## src/b32enc_pkg.sv

```systemverilog
// ---------------------------------------------------------------------------
// b32enc_pkg
// shared types, constants and alphabet table of the base32 text encoder
// ---------------------------------------------------------------------------
package b32enc_pkg;

  localparam int unsigned SymW    = 5;
  localparam int unsigned CharW   = 7;
  localparam int unsigned GroupW  = 5;
  localparam int unsigned MaxSyms = 3;
  localparam int unsigned QDepth  = 2;
  localparam int unsigned QPtrW   = $clog2(QDepth);
  localparam int unsigned QCntW   = $clog2(QDepth + 1);

  localparam logic [CharW-1:0] CHAR_DASH = 7'h2D;

  // register indexes
  localparam logic REG_GROUP_LENGTH = 1'b0;

  // alphabet without 0, 1, I and O
  localparam logic [CharW-1:0] ALPHABET [32] = '{
    7'h32, 7'h33, 7'h34, 7'h35, 7'h36, 7'h37, 7'h38, 7'h39,
    7'h41, 7'h42, 7'h43, 7'h44, 7'h45, 7'h46, 7'h47, 7'h48,
    7'h4A, 7'h4B, 7'h4C, 7'h4D, 7'h4E, 7'h50, 7'h51, 7'h52,
    7'h53, 7'h54, 7'h55, 7'h56, 7'h57, 7'h58, 7'h59, 7'h5A
  };

  typedef struct packed {
    logic [7:0] data_byte;
    logic       last_byte;
  } b32enc_in_t;

  typedef struct packed {
    logic [CharW-1:0] char_code;
    logic             last_char;
  } b32enc_out_t;

  // one classified byte: its symbols in order
  typedef struct packed {
    logic [MaxSyms-1:0][SymW-1:0] syms;
    logic [1:0]                   n_sym;
    logic                         msg_last;
  } b32enc_item_t;

endpackage

```

## src/b32enc_front.sv

```systemverilog
// ---------------------------------------------------------------------------
// b32enc_front
// splits each byte plus leftover bits into five-bit symbols
// ---------------------------------------------------------------------------
module b32enc_front
  import b32enc_pkg::*;
(
  input  logic         clk_i,
  input  logic         rst_ni,
  input  logic         accept_i,
  input  b32enc_in_t   in_i,
  output b32enc_item_t item_o
);

  logic [3:0]  lb_q, lb_d;
  logic [2:0]  lc_q, lc_d;
  logic [11:0] acc;
  logic [3:0]  bits;
  logic [3:0]  rem;
  logic [11:0] sh0, sh1, shf;
  logic [4:0]  mask;

  always_comb begin
    acc  = {lb_q, in_i.data_byte};
    bits = {1'b0, lc_q} + 4'd8;
    sh0  = acc >> (bits - 4'd5);
    sh1  = '0;
    item_o = '0;
    item_o.syms[0]  = sh0[SymW-1:0];
    item_o.msg_last = in_i.last_byte;
    if (bits >= 4'd10) begin
      sh1 = acc >> (bits - 4'd10);
      item_o.syms[1] = sh1[SymW-1:0];
      item_o.n_sym   = 2'd2;
      rem            = bits - 4'd10;
    end else begin
      item_o.n_sym = 2'd1;
      rem          = bits - 4'd5;
    end
    // flush of leftover bits, zero padded on the right
    shf = acc << (4'd5 - rem);
    if (in_i.last_byte && (rem != 4'd0)) begin
      if (item_o.n_sym == 2'd1) begin
        item_o.syms[1] = shf[SymW-1:0];
      end else begin
        item_o.syms[2] = shf[SymW-1:0];
      end
      item_o.n_sym = item_o.n_sym + 2'd1;
    end
    mask = (5'd1 << rem) - 5'd1;
    if (in_i.last_byte) begin
      lb_d = '0;
      lc_d = '0;
    end else begin
      lb_d = acc[3:0] & mask[3:0];
      lc_d = rem[2:0];
    end
  end

  always_ff @(posedge clk_i or negedge rst_ni) begin
    if (!rst_ni) begin
      lb_q <= '0;
      lc_q <= '0;
    end else if (accept_i) begin
      lb_q <= lb_d;
      lc_q <= lc_d;
    end
  end

endmodule

```

## src/b32enc_queue.sv

```systemverilog
// ---------------------------------------------------------------------------
// b32enc_queue
// short queue of classified bytes between front and back
// ---------------------------------------------------------------------------
module b32enc_queue
  import b32enc_pkg::*;
(
  input  logic         clk_i,
  input  logic         rst_ni,
  input  logic         wr_en_i,
  input  b32enc_item_t wr_item_i,
  input  logic         rd_en_i,
  output b32enc_item_t rd_item_o,
  output logic         valid_o,
  output logic         full_o
);

  b32enc_item_t     mem_q [QDepth];
  logic [QPtrW-1:0] wr_ptr_q, rd_ptr_q;
  logic [QCntW-1:0] cnt_q;

  assign rd_item_o = mem_q[rd_ptr_q];
  assign valid_o   = (cnt_q != '0);
  assign full_o    = (cnt_q == QCntW'(QDepth));

  always_ff @(posedge clk_i) begin
    if (wr_en_i) begin
      mem_q[wr_ptr_q] <= wr_item_i;
    end
  end

  always_ff @(posedge clk_i or negedge rst_ni) begin
    if (!rst_ni) begin
      wr_ptr_q <= '0;
      rd_ptr_q <= '0;
      cnt_q    <= '0;
    end else begin
      if (wr_en_i) begin
        wr_ptr_q <= (wr_ptr_q == QPtrW'(QDepth - 1)) ? '0 : wr_ptr_q + 1'b1;
      end
      if (rd_en_i) begin
        rd_ptr_q <= (rd_ptr_q == QPtrW'(QDepth - 1)) ? '0 : rd_ptr_q + 1'b1;
      end
      unique case ({wr_en_i, rd_en_i})
        2'b10:   cnt_q <= cnt_q + 1'b1;
        2'b01:   cnt_q <= cnt_q - 1'b1;
        default: cnt_q <= cnt_q;
      endcase
    end
  end

endmodule

```

## src/b32enc_back.sv

```systemverilog
// ---------------------------------------------------------------------------
// b32enc_back
// emits one character or dash a cycle into the output register while an item waits and the register is free or popped
// ---------------------------------------------------------------------------
module b32enc_back
  import b32enc_pkg::*;
(
  input  logic              clk_i,
  input  logic              rst_ni,
  input  logic [GroupW-1:0] group_length_i,
  input  b32enc_item_t      item_i,
  input  logic              item_valid_i,
  output logic              item_pop_o,
  input  logic              pop_i,
  output logic              out_valid_o,
  output b32enc_out_t       out_o
);

  logic [GroupW-1:0] cig_q, cig_d;
  logic              any_q, any_d;
  logic [1:0]        idx_q, idx_d;
  logic              vld_q, vld_d;
  b32enc_out_t       out_q, out_d;
  logic              advance, need_dash, final_sym;
  logic [SymW-1:0]   sym;

  always_comb begin
    advance   = item_valid_i && (!vld_q || pop_i);
    need_dash = (group_length_i != '0) && any_q && (cig_q >= group_length_i);
    final_sym = (idx_q == (item_i.n_sym - 2'd1));
    sym       = item_i.syms[idx_q];
    cig_d      = cig_q;
    any_d      = any_q;
    idx_d      = idx_q;
    out_d      = out_q;
    item_pop_o = 1'b0;
    vld_d      = pop_i ? 1'b0 : vld_q;
    if (advance) begin
      vld_d = 1'b1;
      if (need_dash) begin
        out_d = '{char_code: CHAR_DASH, last_char: 1'b0};
        cig_d = '0;
      end else begin
        out_d = '{char_code: ALPHABET[sym], last_char: final_sym && item_i.msg_last};
        cig_d = (group_length_i != '0) ? cig_q + 1'b1 : '0;
        any_d = 1'b1;
        if (final_sym) begin
          item_pop_o = 1'b1;
          idx_d      = '0;
          if (item_i.msg_last) begin
            cig_d = '0;
            any_d = 1'b0;
          end
        end else begin
          idx_d = idx_q + 2'd1;
        end
      end
    end
  end

  always_ff @(posedge clk_i or negedge rst_ni) begin
    if (!rst_ni) begin
      cig_q <= '0;
      any_q <= 1'b0;
      idx_q <= '0;
      vld_q <= 1'b0;
    end else begin
      cig_q <= cig_d;
      any_q <= any_d;
      idx_q <= idx_d;
      vld_q <= vld_d;
    end
  end

  always_ff @(posedge clk_i) begin
    out_q <= out_d;
  end

  assign out_valid_o = vld_q;
  assign out_o       = out_q;

endmodule

```

## src/base32_text_encoder.sv

```systemverilog
// path: a byte's symbols are written into the queue, then each character into the
// output register, which drives the result ports
// throughput: one character or dash per cycle from the back unless pop stalls it, one
// to three characters per byte plus dashes; the front is combinational and the two-entry
// queue lets it keep taking beats while the back is busy with a dash or a stalled pop
// reset: rst_ni asynchronous active low, clears leftover bits, group counter, queue
// pointers, output valid and group_length; no clearing pass
// ---------------------------------------------------------------------------
// base32_text_encoder
// byte stream to base32 text with custom alphabet and optional dash grouping
// ---------------------------------------------------------------------------
module base32_text_encoder
  import b32enc_pkg::*;
(
  input  logic        clk_i,
  input  logic        rst_ni,
  // byte side
  input  logic        push,
  output logic        full,
  input  b32enc_in_t  in_data_i,
  // character side
  output logic        empty,
  input  logic        pop,
  output b32enc_out_t out_data_o,
  // configuration
  input  logic        psel,
  input  logic        penable,
  input  logic        pwrite,
  input  logic [2:0]  paddr,
  input  logic [31:0] pwdata,
  output logic [31:0] prdata,
  output logic        pready
);

  logic [GroupW-1:0] group_length_q;
  logic              in_accept;
  b32enc_item_t      front_item, head_item;
  logic              head_valid, head_pop;
  logic              out_valid;

  // register file: one register, decoded on paddr[2] alone, at byte addresses zero to three
  assign pready = 1'b1;

  always_ff @(posedge clk_i or negedge rst_ni) begin
    if (!rst_ni) begin
      group_length_q <= '0;
    end else if (psel && penable && pwrite && (paddr[2] == REG_GROUP_LENGTH)) begin
      group_length_q <= pwdata[GroupW-1:0];
    end
  end

  // read back, addresses beyond the register read zero
  always_comb begin
    prdata = '0;
    if (paddr[2] == REG_GROUP_LENGTH) begin
      prdata = {{(32 - GroupW){1'b0}}, group_length_q};
    end
  end

  // a beat is taken whenever the queue has room
  assign in_accept = push && !full;

  // front: classify byte into its symbols
  b32enc_front u_front (
    .clk_i    (clk_i),
    .rst_ni   (rst_ni),
    .accept_i (in_accept),
    .in_i     (in_data_i),
    .item_o   (front_item)
  );

  // decoupling queue
  b32enc_queue u_queue (
    .clk_i     (clk_i),
    .rst_ni    (rst_ni),
    .wr_en_i   (in_accept),
    .wr_item_i (front_item),
    .rd_en_i   (head_pop),
    .rd_item_o (head_item),
    .valid_o   (head_valid),
    .full_o    (full)
  );

  // back: dash insertion, alphabet lookup, output register
  b32enc_back u_back (
    .clk_i          (clk_i),
    .rst_ni         (rst_ni),
    .group_length_i (group_length_q),
    .item_i         (head_item),
    .item_valid_i   (head_valid),
    .item_pop_o     (head_pop),
    .pop_i          (pop),
    .out_valid_o    (out_valid),
    .out_o          (out_data_o)
  );

  assign empty = !out_valid;

endmodule

```

## config.mk

```make
export PLATFORM = sky130hd
export DESIGN_NAME = base32_text_encoder
export DESIGN_NICKNAME = d
export VERILOG_FILES = /design/src/b32enc_pkg.sv /design/src/b32enc_front.sv /design/src/b32enc_queue.sv /design/src/b32enc_back.sv /design/src/base32_text_encoder.sv
export SDC_FILE = /design/constraint.sdc
export NUM_CORES = 1
export LEC_CHECK = 0
export BUFFER_PORTS_ARGS = -buffer_cell sky130_fd_sc_hd__buf_2
export CAP_MARGIN = 30
export CORE_ASPECT_RATIO = 0.9
export CORE_MARGIN = 2
export CORE_UTILIZATION = 60
export DETAILED_ROUTE_END_ITERATION = 12
export PLACE_DENSITY_LB_ADDON = 0.05
export SLEW_MARGIN = 20
export SYNTH_ARGS = -nofsm -noshare
export SYNTH_HDL_FRONTEND = slang
export SYNTH_SLANG_ARGS = --single-unit
```

## constraint.sdc

```tcl
create_clock -name clk_i -period 7.7 [get_ports clk_i]
set_input_delay 1.155 -clock clk_i [delete_from_list [all_inputs] [get_ports clk_i]]
set_output_delay 1.155 -clock clk_i [all_outputs]
set_load 0.01 [all_outputs]
```

==> out/summary.txt <==
YOSYS
------------------------------------------------------------------------------
Register bit count reported by yosys                                        69
Dominant cell type by area after synthesis                        sky130_fd_sc_hd__edfxtp_1
Number of enable flip-flop cells after synthesis                            44
Seq/Total Area, Yosys                                                   41.57%
Synthesis Warnings                                                           0
Top cells by area, synth                                          sky130_fd_sc_hd__edfxtp_1, sky130_fd_sc_hd__dfrtp_1, sky130_fd_sc_hd__mux2i_1, sky130_fd_sc_hd__ha_1, sky130_fd_sc_hd__buf_4
Post-synth ARST share                                                   36.23%
Synth Instances                                                            427
Primary FF master, synth                                          sky130_fd_sc_hd__edfxtp_1
Post-synthesis instance area                                      0.004683 mm^2
Area share of the leading cell type in the synthesized netlist          28.21%
Leading post-synthesis cells by instance count                    sky130_fd_sc_hd__mux2i_1, sky130_fd_sc_hd__edfxtp_1, sky130_fd_sc_hd__buf_4
Synth cell types                                                            63
Synthesized area per cell                                           10.97 um^2
Cell with the most instances after synthesis                      sky130_fd_sc_hd__mux2i_1

LAYOUT
------------------------------------------------------------------------------
Area Growth Syn to Fin                                                  5.370%
Cell area after layout                                            0.004935 mm^2
Share of cells above drive strength 1                                   18.82%
Final Net Count                                                            523
Antenna diodes                                                               0

WORST SETUP PATH
------------------------------------------------------------------------------
Ordered cell list for the critical path                           clkinv_1 -> ha_1 -> nand3_1 -> and2_1 -> ha_1 -> xor2_1 -> and2_1 -> nand2_1 -> o21ai_0
Worst setup path start                                            u_front.lc_q[0]
Slowest library cell on the worst path                            sky130_fd_sc_hd__ha_1
Data arrival time at the worst-slack endpoint                          4740 ps
Family with the most delay on the worst path                       adder cells
Critical Path Start Type                                             flip-flop
Max Fanout on Critical Path                                                 18
Crit. End Element                                                    flip-flop
Launch point of the worst reg-to-reg path                         u_front.lc_q[0]
Delay of the slowest cell on the worst path                            1080 ps
Start-to-end type of the worst setup path                         flip-flop to flip-flop
Crit path required time                                                7810 ps
Buf/Inv on CP                                                                1

STA
------------------------------------------------------------------------------
Final-layout setup total negative slack                                   0 ps
Hold Violations, Final                                                       0
Slew at the pin with the worst max-slew slack                         924.5 ps
Relative slew slack                                                     38.30%
Final clock period utilization by the worst path                        60.07%
Shortest period the worst path allows                                  4625 ps
Post-Route Skew                                                       8.162 ps
RSZ-0062 raised after global routing                                     false
Final Max Tran Viols                                                         0
Maximum frequency from static timing analysis                        216.2 MHz
Final setup violation count                                                  0

ROUTING
------------------------------------------------------------------------------
Post-detailed-route via-to-cell ratio                                    5.797
Final routed wire length divided by cell count                        16.20 um
Detailed-router iteration count before antenna repair                        4
Total routed wirelength                                                8957 um
# DRC                                                                        0
Detailed Route Iter0 Violations                                            212
Via count                                                                3,206
Number of nets still failing antenna checks after routing                    0

FLOORPLAN
------------------------------------------------------------------------------
Placeable core region                                             0.007545 mm^2
Die boundary height                                                   87.82 um
Num rows                                                                    30
Initial core utilization                                                62.07%
Die width                                                             97.13 um
Die footprint                                                     0.008529 mm^2
Top-level port count                                                        94

GRT
------------------------------------------------------------------------------
Pin count of the biggest net entering global routing                        26
Vias in the first global route                                           3,008
Gr ovfl total                                                                0
GRT Total Usage                                                         21.93%
Antenna violations before repair                                             0
First-pass GRT wire length                                           14,780 um

PLACE
------------------------------------------------------------------------------
Estimated wirelength of the detail-placed design                       6715 um
Instance area at placement                                        0.004726 mm^2
Last weighted congestion value of the routability-driven placer         0.9157
Count of port buffers added during placement                                36

CLOCKING
------------------------------------------------------------------------------
Number of sinks handled by clock tree synthesis                             69
Maximum number of buffers from clock root to sink                            2
Clk Tree Root Cell                                                sky130_fd_sc_hd__clkbuf_8
CTS tree                                                                   yes
Clock H-tree levels                                                          3
Hold-fix buffer count after cts                                              0
Post-cts repair resize count                                                 0
Clock transition at the registers of the reported paths                  80 ps
Number of buffers inserted by post-CTS setup repair                          0
Number of buffers inserted during clock tree synthesis                       9
Worst-Skew Late Latency                                                 340 ps

JOB
------------------------------------------------------------------------------
Count of max-cap constraint violations                                       0

POWER
------------------------------------------------------------------------------
Internal power summed over all cells                                  1.362 mW
Leakage power                                                         2.120 nW
Worst ir drop on vdd                                                  282.2 uV
Combinational Power Share                                                55.8%
Net switching component of the power                                  1.028 mW
Power per cell area                                               484.3 mW/mm^2
Clock network fraction of total power                                    12.2%
Switching share of power                                                43.00%
Final Power                                                           2.390 mW
Sequential share of power                                                32.0%

MIN PATH
------------------------------------------------------------------------------
Path class of the lowest-slack min-delay path                     flip-flop to flip-flop
Startpoint of the worst hold path                                 u_queue.cnt_q[1]

RUN STATUS
------------------------------------------------------------------------------
Status                                                            finished, final reports clean

worst min-delay path, stage by stage (launching register included):
cell	delay, ps
sky130_fd_sc_hd__dfrtp_1	380
sky130_fd_sc_hd__nor2_1	50
sky130_fd_sc_hd__nand2_1	50
power by group through the flow:
stage	logic, mW	registers [mW]	clock network, mW
6_report	1.33	0.765	0.291
3_5_place_dp	1.32	0.774	0
4_1_cts	1.33	0.766	0.298
5_1_grt	1.47	0.788	0.315
3_3_place_gp	1.29	0.765	0
2_1_floorplan	1.18	0.693	0
cells in the final DEF (no fill, tap or decap), types with 3 or more instances in the layout:
| cell | count |
|---|---|
| sky130_fd_sc_hd__edfxtp_1 | 44 |
| sky130_fd_sc_hd__nor2_1 | 29 |
| sky130_fd_sc_hd__nor3_1 | 7 |
| sky130_fd_sc_hd__a21o_1 | 6 |
| sky130_fd_sc_hd__o21ai_0 | 12 |
| sky130_fd_sc_hd__xor2_1 | 3 |
| sky130_fd_sc_hd__ha_1 | 20 |
| sky130_fd_sc_hd__clkbuf_8 | 9 |
| sky130_fd_sc_hd__mux4_2 | 9 |
| sky130_fd_sc_hd__a22o_1 | 7 |
| sky130_fd_sc_hd__and3_1 | 3 |
| sky130_fd_sc_hd__o31ai_1 | 3 |
| sky130_fd_sc_hd__xnor2_1 | 9 |
| sky130_fd_sc_hd__mux2_2 | 7 |
| sky130_fd_sc_hd__nand2_1 | 27 |
| sky130_fd_sc_hd__mux2i_1 | 49 |
| sky130_fd_sc_hd__o21ai_1 | 4 |
| sky130_fd_sc_hd__inv_1 | 21 |
| sky130_fd_sc_hd__buf_2 | 36 |
| sky130_fd_sc_hd__nor2b_1 | 5 |
| sky130_fd_sc_hd__nand3_1 | 13 |
| sky130_fd_sc_hd__conb_1 | 28 |
| sky130_fd_sc_hd__o22ai_1 | 6 |
| sky130_fd_sc_hd__a21oi_1 | 9 |
| sky130_fd_sc_hd__a211oi_1 | 3 |
| sky130_fd_sc_hd__o211ai_1 | 4 |
| sky130_fd_sc_hd__nor3_2 | 3 |
| sky130_fd_sc_hd__and2_1 | 6 |
| sky130_fd_sc_hd__dfrtp_1 | 25 |
| sky130_fd_sc_hd__a31oi_1 | 4 |
worst paths after layout:
kind                                        to  slack (ps)  depth (start not counted)
max in group asynchronous      u_front.lb_q[1]        6500                          1
setup / recovery           u_queue.mem_q[1][8]        3070                          9
setup reg to reg           u_queue.mem_q[1][8]        3070                          9
min in group asynchronous      u_back.idx_q[0]         810                          1
hold / removal              u_back.out_valid_o         510                          2
hold reg to reg             u_back.out_valid_o         510                          2
routing by layer:
| metal | up-vias | share of wire [%] | track usage [%] |
|---|---|---|---|
| met5 | - | 0 | 0 |
| met4 | 0 | 0.76 | 6.146 |
| li1 | 1558 | - | - |
| met3 | 8 | 4.0 | 4.230 |
| met1 | 1557 | 47 | 30.93 |
| met2 | 83 | 48 | 35.29 |
cells by family (layout without fill, tap and decap cells):
kind of cell    after synthesis  count (layout)  synth area share [%]
simple gates                113             113                 12.74
buf+inv                      72              76                 9.618
compound gates               71              71                 10.37
flops                        69              69                 41.57
mux                          67              67                 17.37
fa+ha+maj                    20              20                 5.343
xor+xnor                     13              13                 2.832
other cells                   2              28                0.1604
area by class of cell:
type                       count  area, um^2
clock inverter                 7       73.82
multi-input combinational    312        2389
fill                         609        2610
timing repair buffer          38       198.9
tap                           96       120.1
inverter                      22       82.58
clock buffer                   9       123.9
sequential                    69        1947
per-stage QoR:
stage | hold WS, ps | setup slack, ps | cells | utilization (%)
final | 509.0 | 3075 | 553 | 65.41
after global placement | 485.0 | 3238 | 535 | 62.54
after CTS | 512.0 | 3123 | 552 | 65.26
after global routing | 534.2 | 2741 | 553 | 65.41
after detailed placement | 494.7 | 3167 | 536 | 62.64
after floorplan | 459.5 | 4683 | 453 | -
flip-flops by register name, summed over array words and instances, names as in the netlist:
| register | count |
|---|---|
| u_queue.mem_q | 36 |
| u_back.out_o | 8 |
| group_length_q | 5 |
| u_back.cig_q | 5 |
| u_front.lb_q | 4 |
| u_front.lc_q | 3 |
| u_back.idx_q | 2 |
| u_queue.cnt_q | 2 |
| u_back.any_q | 1 |
| u_back.out_valid_o | 1 |
| u_queue.rd_ptr_q | 1 |
| u_queue.wr_ptr_q | 1 |
Note: power is estimated with default switching activity, not from simulation.
